===== src/rtl/erq_pkg.sv =====
`timescale 1ns / 1ps
// ----------------------------------------------------------------------------
// erq_pkg: shared types and constants of the elevator request queue
// Sizes of the stop list, the stored entry layout and the result status codes.
// ----------------------------------------------------------------------------
package erq_pkg;

  localparam int DEPTH   = 16;
  localparam int FLOORS  = 16;
  localparam int FLOOR_W = 4;
  localparam int ADDR_W  = $clog2(DEPTH);
  localparam int CNT_W   = $clog2(DEPTH + 1);

  localparam int STATUS_W = 2;
  localparam logic [STATUS_W-1:0] ST_DONE      = 2'd0;
  localparam logic [STATUS_W-1:0] ST_REDUNDANT = 2'd1;
  localparam logic [STATUS_W-1:0] ST_FULL      = 2'd2;
  localparam logic [STATUS_W-1:0] ST_EMPTY     = 2'd3;

  localparam logic ACT_ADD   = 1'b0;
  localparam logic ACT_SERVE = 1'b1;

  typedef struct packed {
    logic [FLOOR_W-1:0] floor;
    logic               internal;
    logic               up;
  } entry_t;

endpackage


===== src/rtl/elevator_request_queue.sv =====
`timescale 1ns / 1ps
// ----------------------------------------------------------------------------
// elevator_request_queue: ordered list of elevator stop requests
// Adds drop redundant requests, then scan the list and insert in travel order;
// serves pop the head and purge later stops at that floor in the new direction.
// ----------------------------------------------------------------------------
//  channel | direction | handshake          | payload
//  in_     | input     | in_valid/in_stall  | action, request_floor, is_internal,
//          |           |                    | going_up, car_floor
//  out_    | output    | out_valid/out_stall| status, head_valid, head_floor,
//          |           |                    | head_internal, head_up, entry_count
//
//  The list lives in one DEPTH-entry memory with one read and one write port.
//  Add: scans all n entries, then shifts each entry from the insert point on up by one.
//  Serve: walks the list after the head, compacting behind the read pointer.
//  Early drops and empty serves skip the list walk; duplicate or full adds end after the scan.
//  Reset clears the entry count; memory contents stay undefined.
//  One beat at a time; a new beat is taken while the last result waits.
// ----------------------------------------------------------------------------
module elevator_request_queue (
  input  logic                            clk,
  input  logic                            rst_n,
  input  logic                            in_valid,
  output logic                            in_stall,
  input  logic                            in_action,
  input  logic [erq_pkg::FLOOR_W-1:0]     in_request_floor,
  input  logic                            in_is_internal,
  input  logic                            in_going_up,
  input  logic [erq_pkg::FLOOR_W-1:0]     in_car_floor,
  output logic                            out_valid,
  input  logic                            out_stall,
  output logic [erq_pkg::STATUS_W-1:0]    out_status,
  output logic                            out_head_valid,
  output logic [erq_pkg::FLOOR_W-1:0]     out_head_floor,
  output logic                            out_head_internal,
  output logic                            out_head_up,
  output logic [erq_pkg::CNT_W-1:0]       out_entry_count
);
  import erq_pkg::*;

  localparam logic [2:0] S_IDLE  = 3'd0;
  localparam logic [2:0] S_SCAN  = 3'd1;
  localparam logic [2:0] S_SHIFT = 3'd2;
  localparam logic [2:0] S_TAIL  = 3'd3;
  localparam logic [2:0] S_SRV   = 3'd4;
  localparam logic [2:0] S_FIN   = 3'd5;

  function automatic logic goes_before(entry_t c, logic [FLOOR_W-1:0] af, logic ai,
                                       logic au, logic [FLOOR_W-1:0] prev,
                                       logic [FLOOR_W-1:0] headf);
    logic r;
    if (c.floor == af) begin
      r = 1'b0;
    end else if (headf == af && ((prev > headf && (ai || !au)) ||
                                 (prev < headf && (ai || au)))) begin
      r = 1'b1;
    end else if ((ai && c.internal) || !ai) begin
      r = (prev > c.floor && prev > af && af >= c.floor && (!au || ai)) ||
          (prev < c.floor && prev < af && af <= c.floor && (au || ai));
    end else if ((prev > af && prev > c.floor && c.floor >= af && !c.up) ||
                 (prev < af && prev < c.floor && c.floor <= af && c.up)) begin
      r = 1'b0;
    end else begin
      r = 1'b1;
    end
    return r;
  endfunction

  entry_t mem [DEPTH];

  logic [2:0]          state_r, state_nxt;
  logic [CNT_W-1:0]    count_r, count_nxt;
  logic [ADDR_W-1:0]   idx_r, idx_nxt;
  logic [ADDR_W-1:0]   wr_ptr_r, wr_ptr_nxt;
  logic [ADDR_W-1:0]   pos_r, pos_nxt;
  logic                found_r, found_nxt;
  logic                dup_r, dup_nxt;
  logic [FLOOR_W-1:0]  prev_r, prev_nxt;
  logic [FLOOR_W-1:0]  served_r, served_nxt;
  logic [FLOOR_W-1:0]  headf_r, headf_nxt;
  entry_t              new_r, new_nxt;
  entry_t              carry_r, carry_nxt;
  entry_t              head_r;
  logic [STATUS_W-1:0] stat_r, stat_nxt;
  entry_t              rdata_r;

  logic                re;
  logic [ADDR_W-1:0]   ra;
  logic                we;
  logic [ADDR_W-1:0]   wa;
  entry_t              wd;

  logic                out_valid_r;
  logic [STATUS_W-1:0] out_status_r;
  logic                out_head_valid_r;
  entry_t              out_head_r;
  logic [CNT_W-1:0]    out_count_r;

  logic                accept;
  logic                last_rd;
  logic                dup_hit;
  logic                gb;
  logic                car_hit;
  logic                drop;
  logic [FLOOR_W-1:0]  headf_eff;
  logic                out_load;

  assign in_stall = (state_r != S_IDLE);
  assign accept   = in_valid && !in_stall;
  assign last_rd  = ((CNT_W'(idx_r) + CNT_W'(1)) == count_r);
  assign out_load = (state_r == S_FIN) && (!out_valid_r || !out_stall);

  assign dup_hit = (rdata_r.floor == new_r.floor) && (rdata_r.internal == new_r.internal) &&
                   (new_r.internal || (rdata_r.up == new_r.up));
  assign gb = goes_before(rdata_r, new_r.floor, new_r.internal, new_r.up, prev_r,
                          head_r.floor);

  assign car_hit = (in_car_floor == in_request_floor) &&
                   ((count_r == '0) || in_is_internal ||
                    (in_going_up && head_r.floor > in_car_floor) ||
                    (!in_going_up && head_r.floor < in_car_floor));

  assign headf_eff = (idx_r == ADDR_W'(1)) ? rdata_r.floor : headf_r;
  assign drop = (rdata_r.floor == served_r) &&
                ((headf_eff <= served_r && !rdata_r.up) ||
                 (headf_eff >= served_r && rdata_r.up));

  always_comb begin
    state_nxt  = state_r;
    count_nxt  = count_r;
    idx_nxt    = idx_r;
    wr_ptr_nxt = wr_ptr_r;
    pos_nxt    = pos_r;
    found_nxt  = found_r;
    dup_nxt    = dup_r;
    prev_nxt   = prev_r;
    served_nxt = served_r;
    headf_nxt  = headf_r;
    new_nxt    = new_r;
    carry_nxt  = carry_r;
    stat_nxt   = stat_r;
    re         = 1'b0;
    ra         = '0;
    we         = 1'b0;
    wa         = '0;
    wd         = carry_r;

    case (state_r)
      S_IDLE: begin
        if (accept) begin
          new_nxt.floor    = in_request_floor;
          new_nxt.internal = in_is_internal;
          new_nxt.up       = in_going_up;
          carry_nxt        = new_nxt;
          if (in_action == ACT_SERVE) begin
            served_nxt = head_r.floor;
            if (count_r == '0) begin
              stat_nxt  = ST_EMPTY;
              state_nxt = S_FIN;
            end else if (count_r == CNT_W'(1)) begin
              count_nxt = '0;
              stat_nxt  = ST_DONE;
              state_nxt = S_FIN;
            end else begin
              re         = 1'b1;
              ra         = ADDR_W'(1);
              idx_nxt    = ADDR_W'(1);
              wr_ptr_nxt = '0;
              state_nxt  = S_SRV;
            end
          end else begin
            if (({1'b0, in_request_floor} >= (FLOOR_W + 1)'(FLOORS)) || car_hit) begin
              stat_nxt  = ST_REDUNDANT;
              state_nxt = S_FIN;
            end else if (count_r == '0) begin
              state_nxt = S_TAIL;
            end else begin
              re        = 1'b1;
              ra        = '0;
              idx_nxt   = '0;
              prev_nxt  = in_car_floor;
              found_nxt = 1'b0;
              dup_nxt   = 1'b0;
              state_nxt = S_SCAN;
            end
          end
        end
      end
      S_SCAN: begin
        dup_nxt  = dup_r | dup_hit;
        prev_nxt = rdata_r.floor;
        if (!found_r && gb) begin
          found_nxt = 1'b1;
          pos_nxt   = idx_r;
        end
        if (last_rd) begin
          if (dup_nxt) begin
            stat_nxt  = ST_REDUNDANT;
            state_nxt = S_FIN;
          end else if (count_r == CNT_W'(DEPTH)) begin
            stat_nxt  = ST_FULL;
            state_nxt = S_FIN;
          end else if (found_nxt) begin
            re        = 1'b1;
            ra        = pos_nxt;
            idx_nxt   = pos_nxt;
            carry_nxt = new_r;
            state_nxt = S_SHIFT;
          end else begin
            carry_nxt = new_r;
            state_nxt = S_TAIL;
          end
        end else begin
          re      = 1'b1;
          ra      = idx_r + ADDR_W'(1);
          idx_nxt = idx_r + ADDR_W'(1);
        end
      end
      S_SHIFT: begin
        we        = 1'b1;
        wa        = idx_r;
        wd        = carry_r;
        carry_nxt = rdata_r;
        if (last_rd) begin
          state_nxt = S_TAIL;
        end else begin
          re      = 1'b1;
          ra      = idx_r + ADDR_W'(1);
          idx_nxt = idx_r + ADDR_W'(1);
        end
      end
      S_TAIL: begin
        we        = 1'b1;
        wa        = count_r[ADDR_W-1:0];
        wd        = carry_r;
        count_nxt = count_r + CNT_W'(1);
        stat_nxt  = ST_DONE;
        state_nxt = S_FIN;
      end
      S_SRV: begin
        headf_nxt = headf_eff;
        if (!drop) begin
          we         = 1'b1;
          wa         = wr_ptr_r;
          wd         = rdata_r;
          wr_ptr_nxt = wr_ptr_r + ADDR_W'(1);
        end
        if (last_rd) begin
          count_nxt = CNT_W'(wr_ptr_r) + CNT_W'(!drop);
          stat_nxt  = ST_DONE;
          state_nxt = S_FIN;
        end else begin
          re      = 1'b1;
          ra      = idx_r + ADDR_W'(1);
          idx_nxt = idx_r + ADDR_W'(1);
        end
      end
      S_FIN: begin
        if (out_load) begin
          state_nxt = S_IDLE;
        end
      end
      default: begin
        state_nxt = S_IDLE;
      end
    endcase
  end

  always_ff @(posedge clk) begin
    if (we) begin
      mem[wa] <= wd;
    end
    if (re) begin
      rdata_r <= mem[ra];
    end
  end

  always_ff @(posedge clk) begin
    if (!rst_n) begin
      state_r     <= S_IDLE;
      count_r     <= '0;
      out_valid_r <= 1'b0;
    end else begin
      state_r <= state_nxt;
      count_r <= count_nxt;
      if (out_load) begin
        out_valid_r <= 1'b1;
      end else if (!out_stall) begin
        out_valid_r <= 1'b0;
      end
    end
  end

  always_ff @(posedge clk) begin
    idx_r    <= idx_nxt;
    wr_ptr_r <= wr_ptr_nxt;
    pos_r    <= pos_nxt;
    found_r  <= found_nxt;
    dup_r    <= dup_nxt;
    prev_r   <= prev_nxt;
    served_r <= served_nxt;
    headf_r  <= headf_nxt;
    new_r    <= new_nxt;
    carry_r  <= carry_nxt;
    stat_r   <= stat_nxt;
    if (we && wa == '0) begin
      head_r <= wd;
    end
    if (out_load) begin
      out_status_r     <= stat_r;
      out_head_valid_r <= (count_r != '0);
      out_head_r       <= (count_r != '0) ? head_r : '0;
      out_count_r      <= count_r;
    end
  end

  assign out_valid         = out_valid_r;
  assign out_status        = out_status_r;
  assign out_head_valid    = out_head_valid_r;
  assign out_head_floor    = out_head_r.floor;
  assign out_head_internal = out_head_r.internal;
  assign out_head_up       = out_head_r.up;
  assign out_entry_count   = out_count_r;

  a_count_bound: assert property (@(posedge clk) disable iff (!rst_n)
    count_r <= CNT_W'(DEPTH))
    else $error("entry count beyond list depth");

  a_no_rw_clash: assert property (@(posedge clk) disable iff (!rst_n)
    !(we && re && wa == ra))
    else $error("read and write of the same entry in one cycle");

  a_walk_nonempty: assert property (@(posedge clk) disable iff (!rst_n)
    (state_r == S_SCAN || state_r == S_SHIFT || state_r == S_SRV) |-> count_r != '0)
    else $error("list walk on an empty list");

  a_head_flag: assert property (@(posedge clk) disable iff (!rst_n)
    out_valid_r |-> (out_head_valid_r == (out_count_r != '0)))
    else $error("head flag disagrees with entry count");

  a_serve_shrinks: assert property (@(posedge clk) disable iff (!rst_n)
    (state_r == S_SRV && state_nxt == S_FIN) |=> count_r < $past(count_r))
    else $error("serve did not shrink the list");

endmodule

===== config.mk =====
export PLATFORM = sky130hd
export DESIGN_NAME = elevator_request_queue
export DESIGN_NICKNAME = d
export VERILOG_FILES = /design/src/rtl/erq_pkg.sv /design/src/rtl/elevator_request_queue.sv
export SDC_FILE = /design/constraint.sdc
export NUM_CORES = 1
export LEC_CHECK = 0
export BUFFER_PORTS_ARGS = -buffer_cell sky130_fd_sc_hd__buf_2
export CAP_MARGIN = 20
export CORE_MARGIN = 8
export CORE_UTILIZATION = 39
export CTS_CLUSTER_DIAMETER = 150
export DETAILED_ROUTE_END_ITERATION = 10
export HOLD_SLACK_MARGIN = 0.08
export PLACE_DENSITY = 0.6
export SETUP_SLACK_MARGIN = 0.02
export SLEW_MARGIN = 20
export SYNTH_ARGS = -nofsm -noshare
export SYNTH_HDL_FRONTEND = slang
export SYNTH_SLANG_ARGS = --single-unit

===== constraint.sdc =====
create_clock -name clk -period 3.8 [get_ports clk]
set_input_delay 0.38 -clock clk [delete_from_list [all_inputs] [get_ports clk]]
set_output_delay 0.38 -clock clk [all_outputs]
set_load 0.01 [all_outputs]

==> impl_metrics.toml, run 1 <==
[status]
status = "complete, no violations"

[synthesis]
synth_top_cells_by_count = "edfxtp_1 (156), nand2_1 (95), nor2_1 (41)"
synth_most_common_cell = "edfxtp_1"
synth_top_cell_by_area = "edfxtp_1"
synth_seq_cells = 165
synth_area_leaders = "edfxtp_1 (54%), ha_1 (4.8%), nand2_1 (4.1%)"
synth_area_um2 = 8610
ys_warn_count = 0
synth_cell_type_count = 79
synth_nets = 778
seq_area_frac_synth_pct = 56.5
synth-main-ff-cell = "edfxtp_1"
synth_top_area_share_pct = 54.4
syn_inst = 730
avgSynthCellArea_um2 = 11.8
synth_edf_count = 156
async_flop_share_pct = 0

[finish]
fin_util_pct = 48.9
stdcell_count = 1134
n_antenna_cell = 0
num-nets-final = 889
area_delta_synth_final_pct = 23.6
drive_gt1_share_pct = 28.5

[routing]
first_iter_violations = 502
wl_per_cell_um = 20.5
wl_met1_um = 10400
route.met3.wl_um = 1210
ant_nets = 0
totalWireLength_um = 23300
avgViaCountPerCell = 5.50
drc = 0
vias = 6241
top_layer_used = "met4"
dr.pass1.iters = 5
wl_met2_um = 11300

[setup_path]
rr_startpoint = "rdata_r[5]"
cpLargestDelayFamily = "compound AO/OA/AOI/OAI gates"
reg2reg_slack_ps = 50
arrival_ps = 3910
path_buf_inv = 2
crit_path_max_incr_delay_ps = 480
path_class = "reg2reg"
r2r_cells = 14
cp_max_fo = 8
regToRegEndpoint = "rdata_r[3]"
endpoint_kind = "flip-flop"
cp.required_ps = 3970
startpoint_type = "flip-flop"
crit_path_top_delay_cell = "edfxtp_1"
path_cells = "inv_1, ha_2, a21oi_4, nand2_1, and4b_1, a22oi_4, a2111o_1, a221oi_4, o21a_2, buf_12, mux2i_2, mux2i_1, a32oi_1, nand3_1"

[global_route]
grt_usage_pct = 17.0
grt_pass1_vias = 5989
grt_max_degree = 22
antenna_found_initial = 0
grt_pass1_wl_um = 34900
grt_overflow = 0

[clocking]
clkTransAtPathRegs_ps = 70
cts_buffer_depth = 2
clock_latency_ps = 440
root_buffer = "clkbuf_16"
cts_made_buffers = 17
clock-sinks = 165
postCtsHoldBufs = 0
tritoncts = "yes"
cts_max_level = 4

[sta]
min_period_ps = 3750
maxSlewViolCount = 0
finalWorstSetupSlack_ps = 54.4
finalHoldViolations = 0
grt_setup_unrepaired = "true"
tightest_slew_ps = 591
max-slew-margin-rel_pct = 60.2
skew_ps = 10.2
finalSetupViolations = 0
period_share_pct = 98.6
max_freq_mhz = 267

[power]
swShare_pct = 42.0
pwr-share-seq_pct = 29.2
power.switching_uw = 4260
total_power_uw = 10100
power.clock.fraction_pct = 16.5
comb_power_share_pct = 54.3
internal_power_uw = 5880
power_density_nw_per_um2 = 952
ir_drop_mv = 0.379
leakage_uw = 0.00393

[min_path]
hold_class = "in2reg"
hold_path_depth = 1
min-delay-start = "in_request_floor[3]"
min_to = "new_r[5]"

[floorplanning]
coreArea_um2 = 21800
die_w_um = 165
rows = 54
die_area_um2 = 27100
start_util_pct = 39.6
io_pins = 31
fp.dieH_um = 165

[place]
gp_congestion = 0.831
dp_hpwl_um = 16500
preCtsSetupSlack_ps = -125
dp.cells = 1079
place.port_buffers = 30

[run]
maxCapViolations = 0
cells by family after synthesis:
kind of cell | count (synthesis) | synth area share, %
simple gates | 236 | 13.4
flops | 165 | 56.5
compound gates | 164 | 14.4
buf+inv | 69 | 3.78
mux | 39 | 4.66
fa+ha+maj | 33 | 4.79
xor+xnor | 24 | 2.53
what timing repair did:
item,4_1_cts,5_1_grt
pin swaps,5,28
resized for setup,12,55
endpoints found under the setup margin,52,102
buffers inserted,3,18
gates cloned,0,2
state kept, by name, summed over array words and instances, names as in the netlist, 4 cells and up:
| signal | flops |
|---|---|
| mem | 90 |
| carry_r | 6 |
| head_r | 6 |
| new_r | 6 |
| rdata_r | 6 |
| count_r | 5 |
| out_entry_count | 5 |
| headf_r | 4 |
| idx_r | 4 |
| out_head_floor | 4 |
| pos_r | 4 |
| prev_r | 4 |
| served_r | 4 |
| wr_ptr_r | 4 |
layout by cell type (no fill, tap or decap), drive strengths merged, types with 4 or more instances in the layout:
cell	Yosys	final
a21oi	38	38
a221o	12	12
a22oi	15	15
a32oi	6	6
and2	9	9
and3	6	6
buf	14	122
clkbuf	18	19
clkinv	2	6
dfxtp	9	9
edfxtp	156	156
ha	33	33
inv	35	43
mux2	9	9
mux2i	30	30
nand2	95	95
nand2b	7	7
nand3	25	25
nand4	6	6
nor2	43	44
nor2b	13	13
nor3	9	9
nor3b	5	5
o211ai	4	4
o21a	7	7
o21ai	33	33
o22ai	5	5
or2	6	6
xnor2	12	12
xor2	12	12
metrics by stage:
stage          setup TNS, ps  hold WS [ps]  area, µm²
6_report                   0           164      10600
5_1_grt                -2530           155      10600
4_1_cts                    0           149      10200
3_5_place_dp           -4190           416       9550
3_3_place_gp           -1660           405       9550
2_1_floorplan              0           400       8670
worst max path at each step:
stage | to | depth (start not counted) | startpoint | slack [ps]
2_1_floorplan | head_r[0] | 16 | idx_r[1] | 20
3_3_place_gp | mem[11][3] | 16 | idx_r[1] | -70
3_5_place_dp | mem[11][3] | 16 | idx_r[1] | -130
4_1_cts | mem[14][3] | 17 | idx_r[1] | 4
5_1_grt | mem[1][1] | 18 | idx_r[1] | -50
6_report | rdata_r[3] | 14 | rdata_r[5] | 50
layout make-up:
class,count,area (µm²)
Tap cell,280,350
Clock buffer,18,429
Sequential cell,165,4860
Fill cell,1984,11100
Clock inverter,14,133
Inverter,37,139
Multi-Input combinational cell,497,3800
Timing Repair Buffer,123,931
power by group through the flow:
stage	Sequential (µW)	Clock, µW	Combinational, µW
2_1_floorplan	2920	0	3110
3_3_place_gp	2980	0	4680
3_5_place_dp	2990	0	4700
4_1_cts	2950	1700	4810
5_1_grt	2990	1780	5910
6_report	2960	1680	5500
per-layer routing:
metal  track usage, %  vias to the layer above
li1                 -                     2974
met1             22.4                     3058
met2             27.8                      181
met3             3.51                       28
met4             5.36                        0
met5                0                        -
Power figures use the tool's default switching activity.
==> run 2: changes to the inputs <==
--- a/config.mk
+++ b/config.mk
@@ -13,6 +13,7 @@
 export DETAILED_ROUTE_END_ITERATION = 10
 export HOLD_SLACK_MARGIN = 0.08
 export PLACE_DENSITY = 0.6
+export REMOVE_ABC_BUFFERS = 1
 export SETUP_SLACK_MARGIN = 0.02
 export SLEW_MARGIN = 20
 export SYNTH_ARGS = -nofsm -noshare
==> run 2 against run 1 <==
Maximum frequency fell by 0.92%. Flip-flop and latch count unchanged. Via count grew 0.40%. Critical path type unchanged. Critical endpoint is now rdata_r[2]. Largest power group unchanged.
==> impl_metrics.toml, run 2 (synthesis gave the netlist of run 1 again) <==
[status]
status = "complete, no violations"

[min_path]
min-delay-start = "in_request_floor[1]"
hold_class = "in2reg"
min_to = "new_r[3]"
hold_path_depth = 1

[global_route]
grt_pass1_wl_um = 34600
antenna_found_initial = 0
grt_overflow = 0
grt_max_degree = 22
grt_usage_pct = 16.9
grt_pass1_vias = 6144

[sta]
hold-worst-slack_ps = 174
skew_ps = 10.0
max_freq_mhz = 265
period_share_pct = 99.5
max-slew-margin-rel_pct = 58.6
min_period_ps = 3780
finalHoldViolations = 0
maxSlewViolCount = 0
finalSetupViolations = 0
tightest_slew_ps = 620
grt_setup_unrepaired = "true"
finalSetupTns_ps = 0

[setup_path]
cp.required_ps = 3960
path_class = "reg2reg"
endpoint_kind = "flip-flop"
startpoint_type = "flip-flop"
arrival_ps = 3940
crit_start = "prev_r[1]"
r2r_cells = 13
rr_startpoint = "prev_r[1]"
reg2reg_slack_ps = 20
cp_max_fo = 8
regToRegEndpoint = "rdata_r[2]"

[routing]
wl_met1_um = 10000
route.met3.wl_um = 1270
first_iter_violations = 541
drc = 0
top_layer_used = "met4"
vias = 6266
ant_nets = 0
wl_per_cell_um = 20.0
wl_met2_um = 10900
totalWireLength_um = 22800
avgViaCountPerCell = 5.50
dr.pass1.iters = 6

[floorplanning]
rows = 54
start_util_pct = 39.6
coreArea_um2 = 21800
die_w_um = 165
fp.dieH_um = 165
io_pins = 31
die_area_um2 = 27100

[finish]
fillCellCount = 1922
final_common_cell = "edfxtp_1"
fin_util_pct = 49.5
area_delta_synth_final_pct = 25.0
registers.top_by_ff_count = "mem"
largest_register_ffs = 90
n_antenna_cell = 0
num-nets-final = 895
stdcell_count = 1140
mostFrequentLayoutCells = "edfxtp_1 (156), nand2_1 (91), buf_4 (78), inv_1 (34), a21oi_1 (33)"
drive_gt1_share_pct = 29.1

[clocking]
cts_max_level = 4
clock-sinks = 165
cts_buffer_depth = 2
cts_made_buffers = 17
tritoncts = "yes"
clkTransAtPathRegs_ps = 70
root_buffer = "clkbuf_16"
clock_latency_ps = 430

[power]
power_density_nw_per_um2 = 935
ir_drop_mv = 0.462
leakage_uw = 0.00399

[run]
maxCapViolations = 0

[place]
gp_congestion = 0.875
dp_hpwl_um = 16400
place.port_buffers = 30
dp.cells = 1097
## run 2: what timing repair did
action,CTS,global route
cloned,0,1
pin swaps,3,37
setup buffers,2,8
hold buffers,0,0
gates resized for setup,6,89
setup endpoints to repair,73,201
## run 2: report_power, final
| part | leakage, µW | total, µW | switching (µW) | internal (µW) |
|---|---|---|---|---|
| Combinational | 0.00221 | 5430 | 3130 | 2300 |
| Clock | 0.000274 | 1680 | 765 | 920 |
| Sequential | 0.00150 | 2950 | 239 | 2710 |
| Total | 0.00399 | 10100 | 4130 | 5930 |
## run 2: final cells by class
| type | count | area [µm²] | share of cell area, % |
|---|---|---|---|
| multi-input combinational | 496 | 3790 | 35.2 |
| tap | 280 | 350 | 3.26 |
| timing repair buffer | 130 | 1050 | 9.75 |
| inverter | 37 | 139 | 1.29 |
| clock inverter | 14 | 138 | 1.28 |
| clock buffer | 18 | 429 | 3.99 |
| sequential | 165 | 4860 | 45.2 |
## run 2: how the worst max path moves through the flow
| stage | to | slack, ps | cells past startpoint |
|---|---|---|---|
| global route | rdata_r[2] | -100 | 14 |
| finish | rdata_r[2] | 20 | 13 |
| global placement | mem[9][5] | -70 | 17 |
| CTS | mem[9][1] | 20 | 17 |
| floorplan | mem[10][0] | -500 | 15 |
| detailed placement | mem[9][3] | -180 | 17 |
## run 2: worst max-delay path: stages, from the launching register on
cell	delay (ps)
edfxtp_1	510
ha_4	320
nor2b_4	150
o211ai_4	110
a221oi_2	350
a22oi_4	130
a2111o_1	420
a221oi_4	380
o21a_2	260
buf_12	170
mux2i_4	240
mux2i_2	110
a32oi_2	220
nand3_1	130
## run 2: routing by layer
layer / GRT usage, % / vias to the layer above
met5: 0 / -
met1: 21.5 / 3051
li1: - / 2975
met2: 27.7 / 201
met3: 3.91 / 39
met4: 6.18 / 0
## run 2: metrics by stage
| stage | cell area, µm² | power, µW | setup slack (ps) |
|---|---|---|---|
| floorplan | 8430 | 5780 | -497 |
| global placement | 9670 | 7700 | -72.8 |
| detailed placement | 9670 | 7770 | -183 |
| CTS | 10300 | 9500 | 23.6 |
| global route | 10800 | 10600 | -97.0 |
| finish | 10800 | 10100 | 19.8 |
